$ cat config.mk
export PLATFORM = sky130hd
export DESIGN_NAME = escape_time_fractal_iterator
export DESIGN_NICKNAME = d
export VERILOG_FILES = /design/src/design/etf_pkg.sv /design/src/design/etf_mul.sv /design/src/design/escape_time_fractal_iterator.sv
export SDC_FILE = /design/constraint.sdc
export NUM_CORES = 2
export LEC_CHECK = 0
export BUFFER_PORTS_ARGS = -buffer_cell sky130_fd_sc_hd__buf_2
export CAP_MARGIN = 25
export CORE_MARGIN = 2
export CORE_UTILIZATION = 37
export DETAILED_ROUTE_END_ITERATION = 8
export PLACE_DENSITY = 0.53
export SYNTH_ARGS = -nofsm -noshare
export SYNTH_HDL_FRONTEND = slang
export SYNTH_SLANG_ARGS = --single-unit
$ cat constraint.sdc
create_clock -name clk -period 20.3 [get_ports clk]
set_clock_uncertainty 0.1 [all_clocks]
set_input_delay 1.015 -clock clk [delete_from_list [all_inputs] [get_ports clk]]
set_output_delay 1.015 -clock clk [all_outputs]
set_load 0.05 [all_outputs]
$ cat src/design/etf_pkg.sv
`default_nettype none

package etf_pkg;

  // Default datapath geometry
  localparam int WORD_BITS_DEF     = 32;
  localparam int FRACTION_BITS_DEF = 24;
  localparam int LIMIT_BITS_DEF    = 16;

  // Configuration register map
  localparam int CFG_INDEX_BITS = 3;
  localparam logic [CFG_INDEX_BITS-1:0] REG_JULIA_MODE = 3'd0;
  localparam logic [CFG_INDEX_BITS-1:0] REG_CONST_RE   = 3'd1;
  localparam logic [CFG_INDEX_BITS-1:0] REG_CONST_IM   = 3'd2;
  localparam logic [CFG_INDEX_BITS-1:0] REG_ITER_LIMIT = 3'd3;
  localparam logic [CFG_INDEX_BITS-1:0] REG_BAILOUT_SQ = 3'd4;

  // Reset values of the limit and of the bailout in whole units
  localparam logic [63:0] ITER_LIMIT_RESET  = 64'd512;
  localparam logic [63:0] BAILOUT_UNITS_RESET = 64'd100;

endpackage

`default_nettype wire

$ cat src/design/etf_mul.sv
`default_nettype none

module etf_mul #(
  parameter int WORD_BITS = etf_pkg::WORD_BITS_DEF
) (
  input  wire logic                          clk,
  input  wire logic signed [WORD_BITS-1:0]   op_a,
  input  wire logic signed [WORD_BITS-1:0]   op_b,
  output logic signed      [2*WORD_BITS-1:0] prod_r
);
  import etf_pkg::*;

  logic signed [2*WORD_BITS-1:0] prod_nxt;

  // Full-width signed product
  assign prod_nxt = op_a * op_b;

  // Register the product for the next step of the sequencer
  always_ff @(posedge clk) begin
    prod_r <= prod_nxt;
  end

endmodule

`default_nettype wire

$ cat src/design/escape_time_fractal_iterator.sv
// Escape-time iterator for Mandelbrot and Julia sets, signed fixed point.
// Input channel (in_valid/in_ready) carries one complex point per transaction.
// Output channel (out_valid/out_ready) returns the loop test count and the
// escaped flag, one transaction per point, in order.
// Configuration: cfg_write_en writes cfg_data into the register at cfg_index
// (0 julia_mode, 1 const_re, 2 const_im, 3 iter_limit, 4 bailout_sq); write
// only while the block is idle. Other indexes are ignored.
// One shared signed multiplier is reused for r*r, s*s and r*s; each iteration
// steps through square real, square imaginary, test plus cross product, update.
// The block takes one point at a time; in_ready returns with the result.
// A result waiting in the output register does not block the next point, but
// a finished point waits until the output register is free.
// Reset (rst_n low, synchronous) empties the block and loads the registers
// with Mandelbrot mode, constant 0, limit 512 and bailout 100.0.
`default_nettype none

module escape_time_fractal_iterator #(
  parameter int WORD_BITS     = etf_pkg::WORD_BITS_DEF,
  parameter int FRACTION_BITS = etf_pkg::FRACTION_BITS_DEF,
  parameter int LIMIT_BITS    = etf_pkg::LIMIT_BITS_DEF
) (
  input  wire logic                                clk,
  input  wire logic                                rst_n,
  input  wire logic                                in_valid,
  output logic                                     in_ready,
  input  wire logic [WORD_BITS-1:0]                in_point_re,
  input  wire logic [WORD_BITS-1:0]                in_point_im,
  output logic                                     out_valid,
  input  wire logic                                out_ready,
  output logic [LIMIT_BITS:0]                      out_test_count,
  output logic                                     out_escaped,
  input  wire logic                                cfg_write_en,
  input  wire logic [etf_pkg::CFG_INDEX_BITS-1:0]  cfg_index,
  input  wire logic [WORD_BITS-1:0]                cfg_data
);
  import etf_pkg::*;

  localparam int PROD_BITS = 2 * WORD_BITS;
  localparam int WIDE_BITS = 2 * WORD_BITS + 2;
  localparam logic [LIMIT_BITS-1:0] LIMIT_RESET = ITER_LIMIT_RESET[LIMIT_BITS-1:0];
  localparam logic [63:0] BAIL_RESET_FULL = BAILOUT_UNITS_RESET << FRACTION_BITS;
  localparam logic [WORD_BITS-2:0] BAIL_RESET = BAIL_RESET_FULL[WORD_BITS-2:0];

  typedef enum logic [5:0] {
    ST_IDLE   = 6'b000001,
    ST_SQ_RE  = 6'b000010,
    ST_SQ_IM  = 6'b000100,
    ST_TEST   = 6'b001000,
    ST_UPDATE = 6'b010000,
    ST_DONE   = 6'b100000
  } state_t;

  state_t state_r, state_nxt;

  // Configuration registers
  logic                  julia_mode_r;
  logic [WORD_BITS-1:0]  const_re_r;
  logic [WORD_BITS-1:0]  const_im_r;
  logic [LIMIT_BITS-1:0] iter_limit_r;
  logic [WORD_BITS-2:0]  bailout_r;

  // Iteration state
  logic [WORD_BITS-1:0]  z_re_r, z_im_r;
  logic [WORD_BITS-1:0]  c_re_r, c_im_r;
  logic [WORD_BITS-1:0]  z_re_new_r;
  logic [PROD_BITS-1:0]  rr_r;
  logic [LIMIT_BITS:0]   count_r;

  // Output register
  logic                  out_valid_r;
  logic [LIMIT_BITS:0]   out_count_r;
  logic                  out_escaped_r;

  // Shared multiplier
  logic signed [WORD_BITS-1:0] mul_a, mul_b;
  logic signed [PROD_BITS-1:0] prod;

  logic                  in_fire;
  logic                  out_free;
  logic [PROD_BITS-1:0]  mag;
  logic [PROD_BITS-1:0]  thresh;
  logic                  test_pass;
  logic signed [PROD_BITS:0]   diff;
  logic signed [PROD_BITS:0]   diff_sh;
  logic signed [PROD_BITS-1:0] rs_sh;
  logic [WIDE_BITS-1:0]  re_wide;
  logic [WIDE_BITS-1:0]  im_wide;
  logic [WORD_BITS-1:0]  re_sat;
  logic [WORD_BITS-1:0]  im_sat;

  function automatic logic [WORD_BITS-1:0] sat_word(input logic [WIDE_BITS-1:0] v);
    logic ovf;
    ovf = (v[WIDE_BITS-1:WORD_BITS-1] != {(WORD_BITS+3){v[WIDE_BITS-1]}});
    if (!ovf) begin
      return v[WORD_BITS-1:0];
    end else if (v[WIDE_BITS-1]) begin
      return {1'b1, {(WORD_BITS-1){1'b0}}};
    end else begin
      return {1'b0, {(WORD_BITS-1){1'b1}}};
    end
  endfunction

  assign in_ready       = (state_r == ST_IDLE);
  assign in_fire        = in_valid && in_ready;
  assign out_valid      = out_valid_r;
  assign out_test_count = out_count_r;
  assign out_escaped    = out_escaped_r;
  assign out_free       = !out_valid_r || out_ready;

  // Select multiplier operands per step
  always_comb begin
    mul_a = $signed(z_re_r);
    mul_b = $signed(z_re_r);
    case (state_r)
      ST_SQ_IM: begin
        mul_a = $signed(z_im_r);
        mul_b = $signed(z_im_r);
      end
      ST_TEST: begin
        mul_a = $signed(z_re_r);
        mul_b = $signed(z_im_r);
      end
      default: begin
        mul_a = $signed(z_re_r);
        mul_b = $signed(z_re_r);
      end
    endcase
  end

  etf_mul #(
    .WORD_BITS (WORD_BITS)
  ) u_mul (
    .clk    (clk),
    .op_a   (mul_a),
    .op_b   (mul_b),
    .prod_r (prod)
  );

  // Magnitude test: prod holds s*s in the test step
  assign mag       = rr_r + prod;
  assign thresh    = {{(WORD_BITS+1-FRACTION_BITS){1'b0}}, bailout_r, {FRACTION_BITS{1'b0}}};
  assign test_pass = (count_r < {1'b0, iter_limit_r}) && (mag < thresh);

  // Real update: floor((r*r - s*s) / 2^F) + c_re
  assign diff    = $signed({1'b0, rr_r}) - $signed({1'b0, prod});
  assign diff_sh = diff >>> FRACTION_BITS;
  assign re_wide = {diff_sh[PROD_BITS], diff_sh}
                 + {{(WORD_BITS+2){c_re_r[WORD_BITS-1]}}, c_re_r};
  assign re_sat  = sat_word(re_wide);

  // Imaginary update: floor(r*s / 2^(F-1)) + c_im, prod holds r*s here
  assign rs_sh   = prod >>> (FRACTION_BITS - 1);
  assign im_wide = {{2{rs_sh[PROD_BITS-1]}}, rs_sh}
                 + {{(WORD_BITS+2){c_im_r[WORD_BITS-1]}}, c_im_r};
  assign im_sat  = sat_word(im_wide);

  // Advance the sequencer
  always_comb begin
    state_nxt = state_r;
    unique case (state_r)
      ST_IDLE:   if (in_fire) state_nxt = ST_SQ_RE;
      ST_SQ_RE:  state_nxt = ST_SQ_IM;
      ST_SQ_IM:  state_nxt = ST_TEST;
      ST_TEST:   state_nxt = test_pass ? ST_UPDATE : ST_DONE;
      ST_UPDATE: state_nxt = ST_SQ_RE;
      ST_DONE:   if (out_free) state_nxt = ST_IDLE;
      default:   state_nxt = ST_IDLE;
    endcase
  end

  always_ff @(posedge clk) begin
    if (!rst_n) begin
      state_r <= ST_IDLE;
    end else begin
      state_r <= state_nxt;
    end
  end

  // Write configuration registers
  always_ff @(posedge clk) begin
    if (!rst_n) begin
      julia_mode_r <= 1'b0;
      const_re_r   <= '0;
      const_im_r   <= '0;
      iter_limit_r <= LIMIT_RESET;
      bailout_r    <= BAIL_RESET;
    end else if (cfg_write_en) begin
      unique case (cfg_index)
        REG_JULIA_MODE: julia_mode_r <= cfg_data[0];
        REG_CONST_RE:   const_re_r   <= cfg_data;
        REG_CONST_IM:   const_im_r   <= cfg_data;
        REG_ITER_LIMIT: iter_limit_r <= cfg_data[LIMIT_BITS-1:0];
        REG_BAILOUT_SQ: bailout_r    <= cfg_data[WORD_BITS-2:0];
        default: ;
      endcase
    end
  end

  // Load the point, iterate z and count tests
  always_ff @(posedge clk) begin
    if (in_fire) begin
      if (julia_mode_r) begin
        z_re_r <= in_point_re;
        z_im_r <= in_point_im;
        c_re_r <= const_re_r;
        c_im_r <= const_im_r;
      end else begin
        z_re_r <= '0;
        z_im_r <= '0;
        c_re_r <= in_point_re;
        c_im_r <= in_point_im;
      end
      count_r <= '0;
    end
    if (state_r == ST_SQ_IM) begin
      rr_r <= prod;
    end
    if (state_r == ST_TEST) begin
      z_re_new_r <= re_sat;
      count_r    <= count_r + 1'b1;
    end
    if (state_r == ST_UPDATE) begin
      z_re_r <= z_re_new_r;
      z_im_r <= im_sat;
    end
  end

  // Hold the result until the receiver takes it
  always_ff @(posedge clk) begin
    if (!rst_n) begin
      out_valid_r <= 1'b0;
    end else if (state_r == ST_DONE && out_free) begin
      out_valid_r <= 1'b1;
    end else if (out_ready) begin
      out_valid_r <= 1'b0;
    end
  end

  always_ff @(posedge clk) begin
    if (state_r == ST_DONE && out_free) begin
      out_count_r   <= count_r;
      out_escaped_r <= (count_r < {1'b0, iter_limit_r});
    end
  end

endmodule

`default_nettype wire

==> results by group <==
Die
  • I/O pins: 124
  • Total die area: ~170000 um2
  • Initial cell density of the core: between 30% and 40%
  • Horiz. Die Dim: 417.2 um
  • # rows: between 150 and 200
  • Core area: 169500 um2
  • Die height: about 420 um

Critical path
  • Critical path peak fanout: 60
  • Setup crit end kind: flop
  • CP arrival: between 10 and 15 ns
  • Crit-path slowest cell: fa_1
  • R2R setup slack: 8.78 ns
  • CP Class: flop to flop
  • Worst path most repeated cell: fa_1
  • Critical Path RT: 20.71 ns
  • Startpoint class of the critical path: flop
  • Slowest stage delay, CP: approximately 1 ns

Finish
  • Fin util: 40.31%
  • Commonest non-fill, non-tap cell in the layout: inv_1
  • Commonest non-fill, non-tap cells in the layout: inv_1, nand2_1, fa_1
  • NumNets Final: 8567
  • Post-route cell area: approximately 68000 um2
  • Share of layout cells above drive strength 1: 6.691%
  • FILL cells: around 17k
  • Area Overhead vs Synth: 8.133%

Timing
  • Slew Limit Fails: 0
  • Final setup viols: 0
  • F_max: 0.08683 GHz
  • Fin crit share: a little under three fifths
  • Final hold violations: 0
  • Slew headroom: 22.90%
  • Fin crit period: 11.52 ns
  • TNS Setup: 0 ns
  • Slew @ Worst Pin: 1.154 ns
  • Final worst slack: 8.783 ns
  • RSZ-0062 raised after global routing: no

GRT
  • First-pass GRT wire length: 326800 um
  • Largest net degree at the start of global routing: 86
  • Grt total ovfl: 0
  • GRT Util Overall: between 20% and 30%
  • Initial antenna violation count: 4
  • Vias in the first global route: between 50k and 60k

CTS
  • Clock slew at reported path FFs: roughly 0.070 ns
  • Post-CTS Setup Inserts: 0
  • CTS buffer count: 46
  • Root buf cell: clkbuf_16
  • Max clock buf depth: 3
  • CTS tree: done
  • Clock H-tree levels: 2
  • CTS Hold Bufs: 0
  • # resized after CTS: 0
  • Worst skew pair latency: 0.63 ns
  • Clk sinks: around 440

Placement
  • PortBufs: 123
  • Dpl cell area: 66640 um2
  • Gpl congestion: 0.9501
  • Dpl ws: between 9 and 10 ns
  • DP Wirelength: 174700 um

Route
  • Iter 0 DRT Violations: 3713
  • DR vias: 49.12k
  • Vias/cell: about 5.3
  • Routed Antenna Nets: 0
  • DR DRC count: 0
  • DRT Pass-1 Iters: 7
  • Total Wirelength: 215400 um
  • Drt wl/cell: 23.41 um

Logic synthesis
  • Syn Std Cell Area: around 63000 um2
  • Syn Area/Cell: 9.100 um2
  • Synth async-reset ratio: 0%
  • Most used DFF post-synth: edfxtp_1
  • Synth Area in Simple Gates: 14.70%
  • Post-synthesis xor/xnor area fraction: 2.898%
  • Largest family of logic cells by synthesized area: adder cells
  • Number of synthesized flops with an enable pin: ~260
  • Compound-cell area share of the yosys netlist: 10.36%
  • Syn Nets: 8567
  • Ys Warns: 0
  • Share of the yosys chip area belonging to registers: a little under a fifth
  • Synthesized netlist cell count: roughly 7k
  • Multiplexer share of the synthesized area: 2.230%
  • Synth Area in Adders: 43.01%
  • Synth cell types: between 90 and 100
  • Yosys reg bits: 442

Hold path
  • Hold Crit Class: flop to flop

Status
  • Outcome: finished clean

Run
  • Max-Cap Viols: 0
[critical path: cells and delay by family (launching register included)]
kind / cells / cell delay [ns]
and+or+nand+nor: 12 / 2.51
xor gates and xnor gates: 1 / 0.12
DFF: 1 / 0.40
AOI/OAI and AO/OA: 5 / 1.01
buffers and inverters: 7 / 2.19
adders and majority gates: 9 / 4.89
[state kept, by name, indices dropped and copies added, names as in the netlist]
signal,flops
state_r,6
c_im_r,32
out_escaped,1
out_valid,1
count_r,17
iter_limit_r,16
z_re_r,32
z_im_r,32
z_re_new_r,32
bailout_r,31
julia_mode_r,1
u_mul.prod_r,64
out_test_count,17
rr_r,64
const_im_r,32
c_re_r,32
const_re_r,32
[path summary, 6_finish.rpt]
path | startpoint | endpoint | depth (start not counted)
worst max-delay path | state_r[5]$_SDFFE_PN0P_ | u_mul.prod_r[63]$_DFF_P_ | 34
worst min-delay path | const_re_r[28]$_SDFFE_PN0P_ | const_re_r[28]$_SDFFE_PN0P_ | 2
worst max register to register | state_r[5]$_SDFFE_PN0P_ | u_mul.prod_r[63]$_DFF_P_ | 34
worst min register to register | const_re_r[28]$_SDFFE_PN0P_ | const_re_r[28]$_SDFFE_PN0P_ | 2
[synthesized netlist by cell type, types with 12 or more instances]
| cell type | n | area (um2) |
|---|---|---|
| xor2_1 | 54 | 473.0 |
| nor2b_1 | 39 | 244.0 |
| and3_1 | 31 | 193.9 |
| nand2b_1 | 29 | 181.4 |
| o211ai_1 | 19 | 142.6 |
| nand4_1 | 38 | 237.7 |
| o21a_1 | 38 | 285.3 |
| nand3_1 | 91 | 455.4 |
| nand2_1 | 1106 | 4151 |
| nor3_1 | 51 | 255.2 |
| nor2_1 | 711 | 2669 |
| inv_1 | 1157 | 4343 |
| buf_1 | 18 | 67.56 |
| a221o_1 | 35 | 350.3 |
| and2_1 | 25 | 156.4 |
| a21o_1 | 117 | 878.3 |
| dfxtp_1 | 183 | 3664 |
| a211o_1 | 12 | 105.1 |
| o21bai_1 | 44 | 330.3 |
| o21ai_0 | 120 | 600.6 |
| a31oi_1 | 21 | 131.4 |
| or3_1 | 24 | 150.1 |
| xnor2_1 | 155 | 1358 |
| mux2i_1 | 65 | 650.6 |
| ha_1 | 437 | 5468 |
| nor4_1 | 32 | 200.2 |
| fa_1 | 1084 | 21700 |
| a21oi_1 | 256 | 1281 |
| o31ai_1 | 24 | 180.2 |
| edfxtp_1 | 259 | 7777 |
| o2111ai_1 | 12 | 105.1 |
| a211oi_1 | 31 | 232.7 |
| clkbuf_1 | 256 | 960.9 |
| a21boi_0 | 117 | 878.3 |
| mux2_2 | 66 | 743.2 |
[through the flow]
| stage | std cells | hold slack (ns) |
|---|---|---|
| floorplan | 6942 | 0.3311 |
| global placement | 9099 | 0.3457 |
| detailed placement | 9108 | 0.3514 |
| CTS | 9194 | 0.3649 |
| global route | 9198 | 0.3773 |
| finish | 9199 | 0.3609 |
[layer usage]
layer / track usage, % / routed length (um) / vias to the layer above
li1: - / - / 22020
met1: 34.57 / 93950 / 25030
met2: 40.64 / 99710 / 1733
met3: 2.676 / 12900 / 340
met4: 8.690 / 8832 / 0
met5: 0 / 0 / -
[area by class of cell]
cell class	instances	area [um2]	share of cell area, %
sequential	442	11440	16.75
clock inverter	23	281.5	0.4121
timing repair buffer	242	1623	2.376
multi-input combinational	5051	46500	68.08
antenna	1	2.502	0.003663
inverter	1159	4353	6.372
tap	2218	2775	4.063
clock buffer	63	1328	1.943
[cell families (layout without fill, tap and decap cells)]
group	Yosys count	after routing
xor gates and xnor gates	209	209
AOI/OAI and AO/OA	964	964
DFF	442	442
and+or+nand+nor	2225	2225
muxes	132	132
other	0	1
buffers and inverters	1449	1487
adders and majority gates	1521	1521
Power is left out: the tool's default activity adds up to more than one toggle a clock period on the data nets, which glitch-free logic cannot reach.
